--- config.mk ---
export PLATFORM = sky130hd
export DESIGN_NAME = ped_fifo
export DESIGN_NICKNAME = d
export VERILOG_FILES = /design/src/sv/ped_pkg.sv /design/src/sv/ped_fifo.sv
export SDC_FILE = /design/constraint.sdc
export NUM_CORES = 1
export LEC_CHECK = 0
export ABC_CLOCK_PERIOD_IN_PS = 6000
export BUFFER_PORTS_ARGS = -buffer_cell sky130_fd_sc_hd__buf_2
export CORE_MARGIN = 5
export CORE_UTILIZATION = 51
export CTS_CLUSTER_SIZE = 30
export DETAILED_ROUTE_END_ITERATION = 10
export PLACE_DENSITY = 0.78
export SYNTH_ARGS = -nofsm -noshare
export SYNTH_HDL_FRONTEND = slang
export SYNTH_SLANG_ARGS = --single-unit
export TNS_END_PERCENT = 10
--- constraint.sdc ---
create_clock -name i_clk -period 6 [get_ports i_clk]
set_clock_uncertainty 0.05 [all_clocks]
set_input_delay 0.9 -clock i_clk [delete_from_list [all_inputs] [get_ports i_clk]]
set_output_delay 0.9 -clock i_clk [all_outputs]
set_load 0.05 [all_outputs]
--- src/sv/ped_pkg.sv ---
// Shared types, widths and constants of the point-to-ellipse distance block.
package ped_pkg;

    localparam int W_COORD    = 24;  // Q16.8 coordinates and centers
    localparam int W_DIFF     = 25;  // point minus center
    localparam int W_TRIG     = 16;  // Q1.14 cosine and sine
    localparam int W_AXIS     = 23;  // Q15.8 semi-axes
    localparam int W_ROTP     = 41;  // difference times cosine or sine
    localparam int W_ROTS     = 42;  // sum of two rotation products
    localparam int W_UV       = 26;  // folded frame coordinates
    localparam int W_NUM      = 49;  // a*u and b*v, Q16
    localparam int W_SQR      = 46;  // a*a and b*b, Q16
    localparam int W_S        = 51;  // bisection variable, Q16
    localparam int W_DEN      = 53;  // signed divider denominator
    localparam int W_DREG     = 52;  // positive denominator / remainder
    localparam int W_Q        = 32;  // Q30 ratios, saturating at 2.0
    localparam int W_QSQ      = 33;  // rounded square of a ratio
    localparam int W_F        = 35;  // signed F in Q30
    localparam int W_ROOT     = 63;  // integer square root working width
    localparam int W_MOP      = 32;  // shared multiplier operand
    localparam int W_MPR      = 64;  // shared multiplier product
    localparam int W_XM       = 25;  // closest point coordinates, Q8
    localparam int W_ERR      = 28;  // signed coordinate error
    localparam int W_D2       = 56;  // sum of squared errors
    localparam int W_DIST     = 48;  // saturated squared distance
    localparam int W_CFG_IDX  = 3;
    localparam int W_CFG_DATA = 24;
    localparam int FRAC_BITS  = 30;  // fraction bits of the ratios
    localparam int W_DCNT     = 5;
    localparam int Q_DEPTH    = 2;   // entries in the front-to-back queue
    localparam int BISECT_STEPS_DEF = 48;

    localparam logic [W_UV-1:0]      COORD_MAX = {W_UV{1'b1}};
    localparam logic [W_Q-1:0]       RATIO_SAT = 32'h8000_0000;
    localparam logic signed [W_F-1:0] TOL_Q30  = 35'sd10737418;
    localparam logic signed [W_F-1:0] ONE_Q30  = 35'sd1073741824;
    localparam logic [W_MPR-1:0]     HALF_Q30  = 64'd536870912;
    localparam logic [W_DIST-1:0]    DIST_MAX  = {W_DIST{1'b1}};

    typedef enum logic [W_CFG_IDX-1:0] {
        CFG_CENTER_X   = 3'd0,
        CFG_CENTER_Y   = 3'd1,
        CFG_COS_ROT    = 3'd2,
        CFG_SIN_ROT    = 3'd3,
        CFG_SEMI_MINOR = 3'd4,
        CFG_SEMI_MAJOR = 3'd5
    } t_cfg_reg;

    typedef struct packed {
        logic signed [W_COORD-1:0] center_x;
        logic signed [W_COORD-1:0] center_y;
        logic signed [W_TRIG-1:0]  cos_rotation;
        logic signed [W_TRIG-1:0]  sin_rotation;
        logic [W_AXIS-1:0]         semi_minor;
        logic [W_AXIS-1:0]         semi_major;
    } t_ped_cfg;

    typedef struct packed {
        logic [W_UV-1:0] u;
        logic [W_UV-1:0] v;
    } t_ped_item;

    typedef struct packed {
        logic push;
        logic pop;
    } t_ped_qctl;

endpackage

--- src/sv/ped_fifo.sv ---
// Short queue that carries folded points from the front to the back.
module ped_fifo import ped_pkg::*; (
    input  logic      i_clk,
    input  logic      i_rst_n,
    input  t_ped_qctl i_ctl,
    input  t_ped_item i_item,
    output t_ped_item o_item,
    output logic      o_empty,
    output logic      o_full
);

    localparam int W_PTR = (Q_DEPTH > 1) ? $clog2(Q_DEPTH) : 1;
    localparam int W_CNT = $clog2(Q_DEPTH + 1);

    t_ped_item        r_mem [Q_DEPTH];
    logic [W_PTR-1:0] r_wr;
    logic [W_PTR-1:0] r_rd;
    logic [W_CNT-1:0] r_cnt;
    logic             w_push;
    logic             w_pop;

    assign o_empty = (r_cnt == '0);
    assign o_full  = (r_cnt == W_CNT'(Q_DEPTH));
    assign o_item  = r_mem[r_rd];
    assign w_push  = i_ctl.push && !o_full;
    assign w_pop   = i_ctl.pop && !o_empty;

    always_ff @(posedge i_clk) begin
        if (!i_rst_n) begin
            r_wr  <= '0;
            r_rd  <= '0;
            r_cnt <= '0;
        end else begin
            if (w_push) begin
                r_mem[r_wr] <= i_item;
                r_wr <= (r_wr == W_PTR'(Q_DEPTH - 1)) ? '0 : r_wr + 1'b1;
            end
            if (w_pop) begin
                r_rd <= (r_rd == W_PTR'(Q_DEPTH - 1)) ? '0 : r_rd + 1'b1;
            end
            case ({w_push, w_pop})
                2'b10:   r_cnt <= r_cnt + 1'b1;
                2'b01:   r_cnt <= r_cnt - 1'b1;
                default: r_cnt <= r_cnt;
            endcase
        end
    end

endmodule

======== After elaboration in Yosys (flattened, before gate mapping) ========
Memories as Yosys holds them, arrays and structs flattened. A register that Yosys moved wholly into a read port is not among the register bits.
Cells that the tools add are included.
storage, ports and cells
  flip-flop bits (word level) ............. 4
  bits in writable memories ............... 104
  memories kept ........................... 1
operators by class
  add/sub/neg operators ................... 4
  equality and inequality tests ........... 3
  multiplexer cells ....................... 8
  reduce and logical (&&, ||, !) cells .... 6
memories
  memory  depth  bits a word  rd ports  clocked after memory_dff  write ports  RTL line        RTL
  r_mem   2      52           1         1                         1            ped_fifo.sv:15  t_ped_item r_mem [Q_DEPTH];
operators by type and width
  kind                 number
  $mux 1               7
  $eq 2x2->1 const B   2
  $pmux 2 s2           1
  $add 1x1->1 const B  2
  $add 2x1->2 const B  1
  $eq 2x1->1 const B   1
  $logic_and 1x1->1    2
  $logic_not 1->1      2
  $logic_not 2->1      1
  $reduce_bool 2->1    1
  $sub 2x1->2 const B  1

======== Depth between registers and ports, before layout ========
  word-level depth ........................ 6
  mapped depth ............................ 6
  depth with buffers taken out ............ 6

======== Worst setup path before layout ========
Ideal clock, no wire load.
  path type ............................... input to register
  start ................................... input port i_ctl[1] (netlist bit)
  end ..................................... memory r_mem[0][0] (netlist bit), enable pin
  arrival ................................. 4,784 ps
  slack ................................... 629 ps
  stages on the path ...................... 2
  cells stage by stage .................... nand2_1 -> nor3b_1
on the way
  cells in the longest elaborated chain, start to end .. 4
RTL lines
  what                          RTL line        RTL
  from (decl)                   ped_fifo.sv:5   input t_ped_qctl i_ctl,
  $logic_and 1x1->1             ped_fifo.sv:25  assign w_push = i_ctl.push && !o_full;
  $mux 1                        ped_fifo.sv:34  if (w_push) begin
  $mux 1                        ped_fifo.sv:29  if (!i_rst_n) begin
  $mux 1 (not written as such)  ped_fifo.sv:35  r_mem[r_wr] <= i_item;
  to (decl)                     ped_fifo.sv:15
No other way between the ends.

==> impl_results.md <==
* First-pass GRT wire length at about 11000 um
* Clk pwr share at 20.1%
* Top delay family on crit path: flip-flops
* Routability cong. at just over 0.7
* Routed WL per cell at about 16 um
* Status: complete, no violations
* Routed vias/inst at just under 5
* CP Capture Type: output port
* Total track usage at between 10 and 15%
* Final WL at between 6000 and 7000 um
* Fillcell total at just under 600
* Hold path start: r_wr
* Fin Hold WS at approximately 0.47 ns
* Placed Cells at a little under 400
* Top-count cell post-synth: edfxtp_1
* Worst min path class: flop to flop
* Gate power share at between 30% and 40%
* Final worst slack at 2.92 ns
* Commonest cells post-synth: edfxtp_1, mux2_2, buf_2
* Worst path slowest cell: dfxtp_2
* Routed via count at between 2000 and 2500
* Vias in the first global route at roughly 2200
* Post-CTS Setup Bufs at 0
* Worst EP required at 5.05 ns
* Starting Density at a little over half
* Post-synthesis async set-or-reset flop share at 0%
* Critical path peak fanout at 31
* Biggest area consumer among synthesized cells: edfxtp_1
* H-tree depth at 3
* Nets at around 360
* FMAX at 325 MHz
* Share of the yosys chip area belonging to registers at 81.0%
* Synth Flop Type: edfxtp_1
* Largest net degree at the start of global routing at 32
* Area added between synthesis and finish at 22.1%
* Initial antenna violation count at 0
* Inserted Diodes at 0
* MaxCap Viol Count at 0
* Top-area cell type share of the netlist area at between 70 and 80%
* DRT iter0 DRCs at slightly below 70
* Core area at roughly 7600 sq um
* IO Port Bufs at between 100 and 150
* Post-synth cell types at 19
* Final core utilization at 63.5%
* Critical path buffer and inverter count at 2
* Startpoint types: flop
* # IOs at 110
* Fraction of layout cells with a size suffix above 1 at about three fifths
* Tot Pwr at 2.15 mW
* Cell Rows at 32
* P_int at between 1 and 1.5 mW
* Final Setup Violations at 0
* Worst Setup Path Type: flop to output port
* RSZ-0062 raised after global routing: no
* Hold Violations, Final at 0
* Number of synthesized flops with an enable pin at around 100
* GRT overflow at 0
* FF+latch count, synth at 109
* Cell Area, Synth at between 3000 and 4000 sq um
* Syn Inst Count at approximately 190
* Final non-filler cell total at 413
* Max-slew headroom at 55.3%
* Arr. time, crit path at around 2.1 ns
* Met1 global-route usage at between 15 and 20%
* Die width at about 98 um
* Setup_tns at 0 ns
* Drt first pass iters at 4
* GRT Max-Usage Layer: met2
* Antenna viol nets, final at 0
* # DRC at 0
* Pwr per Cell Area at ~440 nW/um^2
* Sequential power share at roughly 44%
* Fin area at between 4000 and 5000 sq um
* Minimum clock period at a little over 3 ns
* Clock tree sinks at ~110
* Die height at between 90 and 100 um
* Clock Path Buffers at 2
* Worst vdd ir at 236 uV
* CTS tree: yes
* Pre-CTS setup slack at about 3.3 ns
* Post-Syn Nets at ~250
* CTS Root Cell: clkbuf_8
* Crit-path cells: buf_4 -> mux2_2 -> buf_2
* Worst Tran Pin Value at 0.671 ns
* Die ar. at about 9700 sq um
* Reg2reg start: r_cnt[0]
* Dpl hpwl at about 4500 um
* Lkg Pwr at 1.79 nW
* Placed instance area at 4660 sq um
* Num CTS Buffers at 9
* Multi-input gate area at a little over 700 sq um
* Final slew viol count at 0
* Met3 Usage GRT at 4.29%
* Warnings from Yosys at 0
* Hold-fix buffers, CTS at 0
* Max incr delay on CP at between 0.6 and 0.7 ns
* Psw at 815 uW
* Clock latency on the worst-skew pair at roughly 0.34 ns
* Reg area at 3220 sq um
* Clock-pin slew on the worst setup and hold paths at about 0.090 ns
* Met2 usage at between 20% and 30%
* Sw Ratio at 37.9%
* # resized after CTS at 0
* Mapped Avg Cell Area at between 20 and 25 sq um
* Synth top area cells: edfxtp_1, mux2_2, dfxtp_1
* Final Cycle Share at 51.3%
## power groups by stage
stage	clock network [mW]	logic [mW]	registers, mW
2_1_floorplan	0	0.638	0.948
3_3_place_gp	0	0.772	0.966
3_5_place_dp	0	0.774	0.970
4_1_cts	0.443	0.776	0.953
5_1_grt	0.481	0.808	0.961
6_report	0.431	0.766	0.952
## cells in the final DEF, fill, tap and decap left out
| cell type | instances |
|---|---|
| buf_2 | 109 |
| clkinvlp_4 | 2 |
| dfxtp_2 | 1 |
| nor2b_1 | 2 |
| xnor2_1 | 3 |
| nand2b_2 | 1 |
| ha_1 | 1 |
| and2_1 | 1 |
| edfxtp_1 | 104 |
| clkbuf_1 | 1 |
| inv_8 | 1 |
| or3_1 | 2 |
| inv_1 | 1 |
| o21ai_0 | 2 |
| clkinv_2 | 1 |
| inv_2 | 1 |
| mux2_2 | 52 |
| buf_4 | 4 |
| and4_2 | 1 |
| nand2_1 | 1 |
| dfxtp_1 | 4 |
| bufinv_16 | 1 |
| clkbuf_8 | 9 |
| inv_6 | 1 |
| o21a_1 | 1 |
| nor3b_2 | 1 |
| a21boi_1 | 2 |
| nor2_1 | 1 |
## routing by layer
layer / vias to the layer above / wire length (um)
met2: 68 / 3290
met4: 0 / 80
li1: 967 / -
met5: - / 0
met3: 9 / 417
met1: 983 / 2740
## tightest hold or removal path, cell delays in order (launching register included)
cell      delay (ns)
dfxtp_1         0.34
o21ai_0         0.08
a21boi_1        0.06
## state kept, by name, indices dropped and copies added (netlist names), named ones only
| name | flops |
|---|---|
| r_cnt | 2 |
| r_wr | 1 |
| r_mem | 104 |
| r_rd | 1 |
## kinds of logic after synthesis
| kind of cell | synth area share (%) |
|---|---|
| flip-flops | 81.0 |
| XOR/XNOR | 0.660 |
| multiplexers | 14.7 |
| AO/OA/AOI/OAI | 0.817 |
| adder cells (fa/ha/maj) | 0.314 |
| AND/OR/NAND/NOR | 1.60 |
| buffers and inverters | 0.943 |
## area by class of cell
| class | instances | share of cell area [%] |
|---|---|---|
| flip-flops and latches | 109 | 66.3 |
| multi-input cells | 71 | 15.0 |
| repair buffers | 113 | 11.8 |
| clock buffers | 10 | 2.63 |
| well taps | 102 | 2.63 |
| clock inverters | 6 | 1.44 |
| inverters | 2 | 0.154 |
## final timing paths
check	end	slack, ns	cells after the start
worst min-delay path	r_wr	0.47	2
worst max-delay path	o_item[50]	2.92	3
worst max register to register	r_mem[1][10]	3.87	3
worst min register to register	r_wr	0.47	2
Note: power is estimated with default switching activity, not from simulation.
