[src/sv/ped_pkg.sv]
// Shared types, widths and constants of the point-to-ellipse distance block.
package ped_pkg;

    localparam int W_COORD    = 24;  // Q16.8 coordinates and centers
    localparam int W_DIFF     = 25;  // point minus center
    localparam int W_TRIG     = 16;  // Q1.14 cosine and sine
    localparam int W_AXIS     = 23;  // Q15.8 semi-axes
    localparam int W_ROTP     = 41;  // difference times cosine or sine
    localparam int W_ROTS     = 42;  // sum of two rotation products
    localparam int W_UV       = 26;  // folded frame coordinates
    localparam int W_NUM      = 49;  // a*u and b*v, Q16
    localparam int W_SQR      = 46;  // a*a and b*b, Q16
    localparam int W_S        = 51;  // bisection variable, Q16
    localparam int W_DEN      = 53;  // signed divider denominator
    localparam int W_DREG     = 52;  // positive denominator / remainder
    localparam int W_Q        = 32;  // Q30 ratios, saturating at 2.0
    localparam int W_QSQ      = 33;  // rounded square of a ratio
    localparam int W_F        = 35;  // signed F in Q30
    localparam int W_ROOT     = 63;  // integer square root working width
    localparam int W_MOP      = 32;  // shared multiplier operand
    localparam int W_MPR      = 64;  // shared multiplier product
    localparam int W_XM       = 25;  // closest point coordinates, Q8
    localparam int W_ERR      = 28;  // signed coordinate error
    localparam int W_D2       = 56;  // sum of squared errors
    localparam int W_DIST     = 48;  // saturated squared distance
    localparam int W_CFG_IDX  = 3;
    localparam int W_CFG_DATA = 24;
    localparam int FRAC_BITS  = 30;  // fraction bits of the ratios
    localparam int W_DCNT     = 5;
    localparam int Q_DEPTH    = 2;   // entries in the front-to-back queue
    localparam int BISECT_STEPS_DEF = 48;

    localparam logic [W_UV-1:0]      COORD_MAX = {W_UV{1'b1}};
    localparam logic [W_Q-1:0]       RATIO_SAT = 32'h8000_0000;
    localparam logic signed [W_F-1:0] TOL_Q30  = 35'sd10737418;
    localparam logic signed [W_F-1:0] ONE_Q30  = 35'sd1073741824;
    localparam logic [W_MPR-1:0]     HALF_Q30  = 64'd536870912;
    localparam logic [W_DIST-1:0]    DIST_MAX  = {W_DIST{1'b1}};

    typedef enum logic [W_CFG_IDX-1:0] {
        CFG_CENTER_X   = 3'd0,
        CFG_CENTER_Y   = 3'd1,
        CFG_COS_ROT    = 3'd2,
        CFG_SIN_ROT    = 3'd3,
        CFG_SEMI_MINOR = 3'd4,
        CFG_SEMI_MAJOR = 3'd5
    } t_cfg_reg;

    typedef struct packed {
        logic signed [W_COORD-1:0] center_x;
        logic signed [W_COORD-1:0] center_y;
        logic signed [W_TRIG-1:0]  cos_rotation;
        logic signed [W_TRIG-1:0]  sin_rotation;
        logic [W_AXIS-1:0]         semi_minor;
        logic [W_AXIS-1:0]         semi_major;
    } t_ped_cfg;

    typedef struct packed {
        logic [W_UV-1:0] u;
        logic [W_UV-1:0] v;
    } t_ped_item;

    typedef struct packed {
        logic push;
        logic pop;
    } t_ped_qctl;

endpackage

[src/sv/ped_front.sv]
// Front end: takes a point, rotates it into the ellipse frame and folds it.
module ped_front import ped_pkg::*; (
    input  logic               i_clk,
    input  logic               i_rst_n,
    input  t_ped_cfg           i_cfg,
    input  logic               i_valid,
    output logic               o_ready,
    input  logic [W_COORD-1:0] i_point_x,
    input  logic [W_COORD-1:0] i_point_y,
    output logic               o_push,
    output t_ped_item          o_item,
    input  logic               i_full
);

    typedef enum logic [1:0] {F_IDLE, F_MUL, F_FOLD, F_PUSH} t_fstate;

    t_fstate                  r_state;
    logic signed [W_DIFF-1:0] r_dx;
    logic signed [W_DIFF-1:0] r_dy;
    logic signed [W_ROTP-1:0] r_p_xc;
    logic signed [W_ROTP-1:0] r_p_ys;
    logic signed [W_ROTP-1:0] r_p_yc;
    logic signed [W_ROTP-1:0] r_p_xs;
    t_ped_item                r_item;
    logic signed [W_ROTS-1:0] w_xr;
    logic signed [W_ROTS-1:0] w_yr;

    // Magnitude, rounded half away from zero from Q22 to Q8, then clamped.
    function automatic logic [W_UV-1:0] fold(input logic signed [W_ROTS-1:0] val);
        logic [W_ROTS-1:0] mag;
        logic [W_ROTS:0]   rnd;
        logic [W_ROTS-14:0] sh;
        mag = val[W_ROTS-1] ? W_ROTS'(-val) : W_ROTS'(val);
        rnd = {1'b0, mag} + (W_ROTS+1)'(8192);
        sh  = rnd[W_ROTS:14];
        fold = (sh > (W_ROTS-13)'(COORD_MAX)) ? COORD_MAX : W_UV'(sh);
    endfunction

    assign w_xr    = W_ROTS'(r_p_xc) + W_ROTS'(r_p_ys);
    assign w_yr    = W_ROTS'(r_p_yc) - W_ROTS'(r_p_xs);
    assign o_ready = (r_state == F_IDLE);
    assign o_push  = (r_state == F_PUSH) && !i_full;
    assign o_item  = r_item;

    always_ff @(posedge i_clk) begin
        if (!i_rst_n) begin
            r_state <= F_IDLE;
        end else begin
            case (r_state)
                F_IDLE: begin
                    if (i_valid) begin
                        r_dx    <= W_DIFF'($signed(i_point_x)) - W_DIFF'(i_cfg.center_x);
                        r_dy    <= W_DIFF'($signed(i_point_y)) - W_DIFF'(i_cfg.center_y);
                        r_state <= F_MUL;
                    end
                end
                F_MUL: begin
                    r_p_xc  <= W_ROTP'(r_dx) * W_ROTP'(i_cfg.cos_rotation);
                    r_p_ys  <= W_ROTP'(r_dy) * W_ROTP'(i_cfg.sin_rotation);
                    r_p_yc  <= W_ROTP'(r_dy) * W_ROTP'(i_cfg.cos_rotation);
                    r_p_xs  <= W_ROTP'(r_dx) * W_ROTP'(i_cfg.sin_rotation);
                    r_state <= F_FOLD;
                end
                F_FOLD: begin
                    r_item.u <= fold(w_xr);
                    r_item.v <= fold(w_yr);
                    r_state  <= F_PUSH;
                end
                F_PUSH: begin
                    if (!i_full) begin
                        r_state <= F_IDLE;
                    end
                end
                default: r_state <= F_IDLE;
            endcase
        end
    end

endmodule

[config.mk]
export PLATFORM = sky130hd
export DESIGN_NAME = ped_front
export DESIGN_NICKNAME = d
export VERILOG_FILES = /design/src/sv/ped_pkg.sv /design/src/sv/ped_front.sv
export SDC_FILE = /design/constraint.sdc
export NUM_CORES = 2
export LEC_CHECK = 0
export ABC_CLOCK_PERIOD_IN_PS = 8700
export BUFFER_PORTS_ARGS = -buffer_cell sky130_fd_sc_hd__buf_2
export CAP_MARGIN = 20
export CORE_MARGIN = 2
export CORE_UTILIZATION = 60
export CTS_BUF_LIST = sky130_fd_sc_hd__clkbuf_2
export DETAILED_ROUTE_END_ITERATION = 8
export GPL_TIMING_DRIVEN = 1
export PLACE_DENSITY = 0.8
export SKIP_CTS_REPAIR_TIMING = 1
export SLEW_MARGIN = 30
export SYNTH_ARGS = -nofsm -noshare
export SYNTH_HDL_FRONTEND = slang
export SYNTH_SLANG_ARGS = --single-unit
[constraint.sdc]
create_clock -name i_clk -period 8.7 [get_ports i_clk]
set_clock_uncertainty 0.15 [all_clocks]
set_input_delay 1.74 -clock i_clk [delete_from_list [all_inputs] [get_ports i_clk]]
set_output_delay 1.74 -clock i_clk [all_outputs]
set_load 0.005 [all_outputs]
---- After elaboration in Yosys (flattened, before gate mapping) ----
Cells that the tools add are included.
word-level totals
  register bits ........................... 268
  input bits .............................. 178
  output and inout port bits .............. 54
  logic and storage cells ................. 40
cells by class
  $add $sub $neg .......................... 8
  multipliers ............................. 4
  $lt $le $gt $ge ......................... 2
  equality and inequality tests ........... 5
  multiplexer cells ....................... 5
  reductions and logical operators ........ 7
operators by type and width
  kind                                                                               number
  25-bit by 16-bit multiplier with 41-bit output                                     4
  42-bit by 14-bit adder with 43-bit output, second input constant                   2
  42-bit 2-to-1 mux                                                                  2
  42-bit negation                                                                    2
  29-bit by 26-bit greater-than comparator with 1-bit output, second input constant  2
  24-bit by 24-bit subtractor with 25-bit output                                     2
  41-bit by 41-bit adder with 42-bit output                                          1
  41-bit by 41-bit subtractor with 42-bit output                                     1
  2-bit case mux with 4 select lines                                                 1
  2-bit AND reduction                                                                3
  2-bit equality test, second input constant                                         2
  2-bit 2-to-1 mux                                                                   2
  2-bit inequality test, second input constant                                       2
  3-bit AND reduction                                                                1
  2-bit by 1-bit equality test with 1-bit output, second input constant              1
  2-bit logical NOT                                                                  1
  1-bit logical AND                                                                  1
  1-bit logical NOT                                                                  1

---- Longest topological paths before layout ----
  depth after elaboration ................. 5
  gate-level depth with buffers ........... 31
  depth with buffers taken out ............ 30

---- Worst setup path after synthesis ----
No wires, ideal clock.
  path kind ............................... input -> register
  start point ............................. in i_cfg[66] (netlist name)
  end point ............................... reg r_p_xc[37] (data pin)
  setup time .............................. 0.258 ns
  arrival time ............................ 8.652 ns
  data required time ...................... 8.292 ns
  setup slack ............................. -0.359 ns
  stages .................................. 31
  buffers on the path ..................... 2
  cell sequence ........................... clkbuf_1 -> clkbuf_1 -> nand2_1 -> fa_1 -> inv_1 -> fa_1 -> inv_1 -> fa_1 -> fa_1 -> inv_1 -> fa_1 -> inv_1 -> fa_1 -> inv_1 -> ha_1 -> a21o_1 -> a21o_1 -> a21oi_1 -> o21ai_0 -> a211o_1 -> a31oi_1 -> a21oi_1 -> a31o_2 -> a2111o_1 -> a31oi_1 -> o31ai_1 -> a21oi_1 -> nor2b_1 -> o21ai_0 -> nor2b_1 -> xnor2_1
on the way
  word-level cells in the longest chain between the ends .. 1
RTL lines
  element                                         line             source
  from (decl)                                     ped_front.sv:5   input t_ped_cfg i_cfg,
  25-bit by 16-bit multiplier with 41-bit output  ped_front.sv:58  r_p_xc <= W_ROTP'(r_dx) * W_ROTP'(i_cfg.cos_rotation);
  to (signal assigned)                            ped_front.sv:58
  to (decl)                                       ped_front.sv:20  logic signed [W_ROTP-1:0] r_p_xc;
Every way passes these cells.
A chain may end at the register's enable or synchronous reset.

---- Worst setup path in the final report ----
  start point ............................. reg r_dy[6]
  end point ............................... reg r_p_yc[39] (data pin)
on the way
  word-level cells in the longest chain between the ends .. 1
RTL lines
  element                                         line             source
  from (decl)                                     ped_front.sv:19  logic signed [W_DIFF-1:0] r_dy;
  from (signal assigned)                          ped_front.sv:53  r_dy <= W_DIFF'($signed(i_point_y)) - W_DIFF'(i_cfg.center_y);
  25-bit by 16-bit multiplier with 41-bit output  ped_front.sv:60  r_p_yc <= W_ROTP'(r_dy) * W_ROTP'(i_cfg.cos_rotation);
  to (signal assigned)                            ped_front.sv:60
  to (decl)                                       ped_front.sv:22  logic signed [W_ROTP-1:0] r_p_yc;
Every way passes these cells.

==> results_dict.tcl <==
set metrics [dict create \
    drc 0 \
    wl_per_cell_um 18.4 \
    area_growth_pct 7.74 \
    clk_latency_ns 1.47 \
    required_ns 9.67 \
    antenna_found_initial 9 \
    cts_tree "done" \
    yosysSeqAreaShare 0.107 \
    startpoint_type "flop" \
    fp.coreArea_um2 124000 \
    synth_edf_count 266 \
    worst_slew_pin_slew_ns 1.03 \
    drive_gt1_frac 0.0948 \
    max_freq_mhz 120 \
    cp_max_fo 18 \
    vias 57900 \
    endpoint_kind "flop" \
    yosys-top-cells-area "fa_1, edfxtp_1, inv_1" \
    fillers 9661 \
    hold_viol_final 0 \
    cts.htree.levels 3 \
    worstSetupPathType "flop to flop" \
    rr_startpoint "r_dy[6]" \
    hold_ws_ns 0.438 \
    final_area_um2 81000 \
    dieArea_um2 128000 \
    die_h_um 358 \
    r2r-end "r_p_yc[39]" \
    io_buffers 185 \
    yosysTopAreaCell "fa_1" \
    hp-class "flop to flop" \
    via_per_inst 5.65 \
    ff2ff_setup_slack_ns 0.37 \
    hpwl_um 158000 \
    synth_cell_types 109 \
    ys.flop_type "edfxtp_1" \
    syn_area_um2 75200 \
    place_area_um2 80100 \
    place_congestion 0.950 \
    max_cap_violations 0 \
    wl_met2_um 86000 \
    worst_slack_ns 0.373 \
    crit_end "r_p_yc[39]" \
    dieWidth_um 358 \
    num_rows 129 \
    synth_top_cell_area_share 0.414 \
    fin_crit_sh 0.957 \
    syn_inst 8249 \
    numCtsBuffers 82 \
    io_pins 232 \
    rsz0062_at_grt "false" \
    setup_viol 0 \
    grt_pass1_vias 60600 \
    async_flop_share 0 \
    dp_slack_ns -0.613 \
    avgSynthCellArea_um2 9.12 \
    grt_max_degree 165 \
    finalNetCount 10800 \
    worstRegToRegCells 26 \
    status "finished, final reports clean" \
    wl_met3_um 18600 \
    wl_um 189000 \
    ys_ff_latch 268 \
    min_period_ns 8.33 \
    grt_util_all_layers 0.308 \
    drtIter0Drc 4904 \
    crit_path_start "r_dy[6]" \
    dr.pass1.iters 5 \
    synth_warnings 0 \
    clkSinkCount 268 \
    highest_layer "met5" \
    slew_violations 0 \
    syn_nets 10500 \
    root_buffer "clkbuf_2" \
    clk_pin_slew_ns 0.10 \
    grt.overflow.total 0 \
    utilization 0.653 \
    grt_pass1_wl_um 311000 \
    slew_headroom 0.309 \
    wl_met1_um 74700 \
    cts_buffer_depth 3 \
    crit_arrival_ns 9.30 \
    ant_nets 0 \
    initial_core_util 0.606 \
]
placed cells by master, fill, tap and decap left out, types with 43 or more instances in the layout:
cell,synthesis,layout
ha_1,536,536
inv_1,1834,1834
clkbuf_2,0,107
xor2_1,74,74
nand2b_1,106,106
o21ai_0,144,139
and2_1,596,594
buf_4,2,366
a21oi_1,216,214
fa_1,1556,1556
or3_1,43,43
nand3_1,74,74
xnor2_1,258,258
buf_2,9,185
edfxtp_1,266,266
nor2_1,237,237
nor2b_1,48,47
nor3_1,81,80
nand2_1,1145,1145
a21o_1,95,95
how the worst min path moves through the flow:
stage,startpoint,end,slack [ns],cells past startpoint
floorplan,r_state[0],r_state[0],0.38,1
global placement,r_state[0],r_state[0],0.39,1
detailed placement,r_state[0],r_state[0],0.42,1
CTS,i_rst_n,r_state[0],0.36,2
global route,i_rst_n,r_state[0],0.44,2
finish,r_state[0],r_state[0],0.44,1
through the flow:
stage                     TNS (ns)  cells
after CTS                        0  10200
after global placement       -7.08  10100
after detailed placement    -11.05  10100
after floorplan                  0   8249
after global routing             0  10300
final                            0  10300
synthesized netlist by cell type (7+ instances only):
library cell and number:
nor4_1 17, o31ai_1 16, xnor2_1 258, or3_1 43, a31oi_1 32, inv_1 1834
a21oi_1 216, nand2_1 1145, o211ai_1 23, o211a_1 9, a31o_2 7, mux2i_1 10
nor2b_1 48, a41oi_1 9, edfxtp_1 266, o22ai_1 12, and3_1 31, a211oi_1 32
buf_2 9, nand3b_1 8, o31a_1 13, a21boi_0 17, nand3_1 74, a21o_1 95
nor2_1 237, o2111ai_1 14, o21a_1 42, a41o_1 8, xor2_1 74, nand2b_1 106
ha_1 536, nand4_1 27, o21bai_1 32, or2_2 27, a211o_1 16, fa_1 1556
nand2_2 10, and2_1 596, o21ai_0 144, nor3_1 81, clkbuf_1 353
critical path: stages, from the launching register on:
cell,delay (ns)
edfxtp_1,0.89
buf_4,0.39
nand2_1,0.11
fa_1,0.52
inv_1,0.05
fa_1,0.48
inv_1,0.05
fa_1,0.48
fa_1,0.54
inv_1,0.05
fa_1,0.49
inv_1,0.05
fa_1,0.47
inv_1,0.04
ha_1,0.36
a41oi_1,0.18
a21oi_1,0.28
nand4_1,0.24
a31oi_1,0.46
a41oi_1,0.30
a2111oi_0,0.56
buf_4,0.21
nor2_1,0.05
a211o_1,0.27
o21bai_1,0.13
a21oi_1,0.10
xnor2_1,0.12
sequential cells by signal (all words and copies together) (netlist names):
signal / count
o_item: 52
r_p_xc: 41
r_p_xs: 41
r_p_yc: 41
r_p_ys: 41
r_dx: 25
r_dy: 25
r_state: 2
cells by family after synthesis:
group / count (synthesis) / synth area share
simple gates: 2508 / 0.164
buf+inv: 2209 / 0.111
fa+ha+maj: 2092 / 0.503
compound gates: 828 / 0.0750
xor+xnor: 332 / 0.0387
flops: 268 / 0.107
mux: 12 / 0.00163
final cells by class:
| class | instances | area (um^2) | share of cell area |
|---|---|---|---|
| Inverter | 1834 | 6880 | 0.0850 |
| Tap cell | 1637 | 2050 | 0.0253 |
| Sequential cell | 268 | 8030 | 0.0991 |
| Multi-Input combinational cell | 5772 | 58900 | 0.727 |
| Antenna cell | 9 | 22.5 | 0.000278 |
| Clock buffer | 107 | 536 | 0.00661 |
| Timing Repair Buffer | 585 | 4340 | 0.0535 |
| Clock inverter | 39 | 272 | 0.00335 |
routing by layer:
| metal | vias to the layer above | global-route usage |
|---|---|---|
| met4 | 8 | 0.141 |
| met1 | 29100 | 0.416 |
| met2 | 2597 | 0.482 |
| li1 | 25800 | - |
| met5 | - | 0 |
| met3 | 427 | 0.0647 |
Power is not shown: default switching activity piles up to over one toggle a cycle in this logic, so the estimate is an artifact.
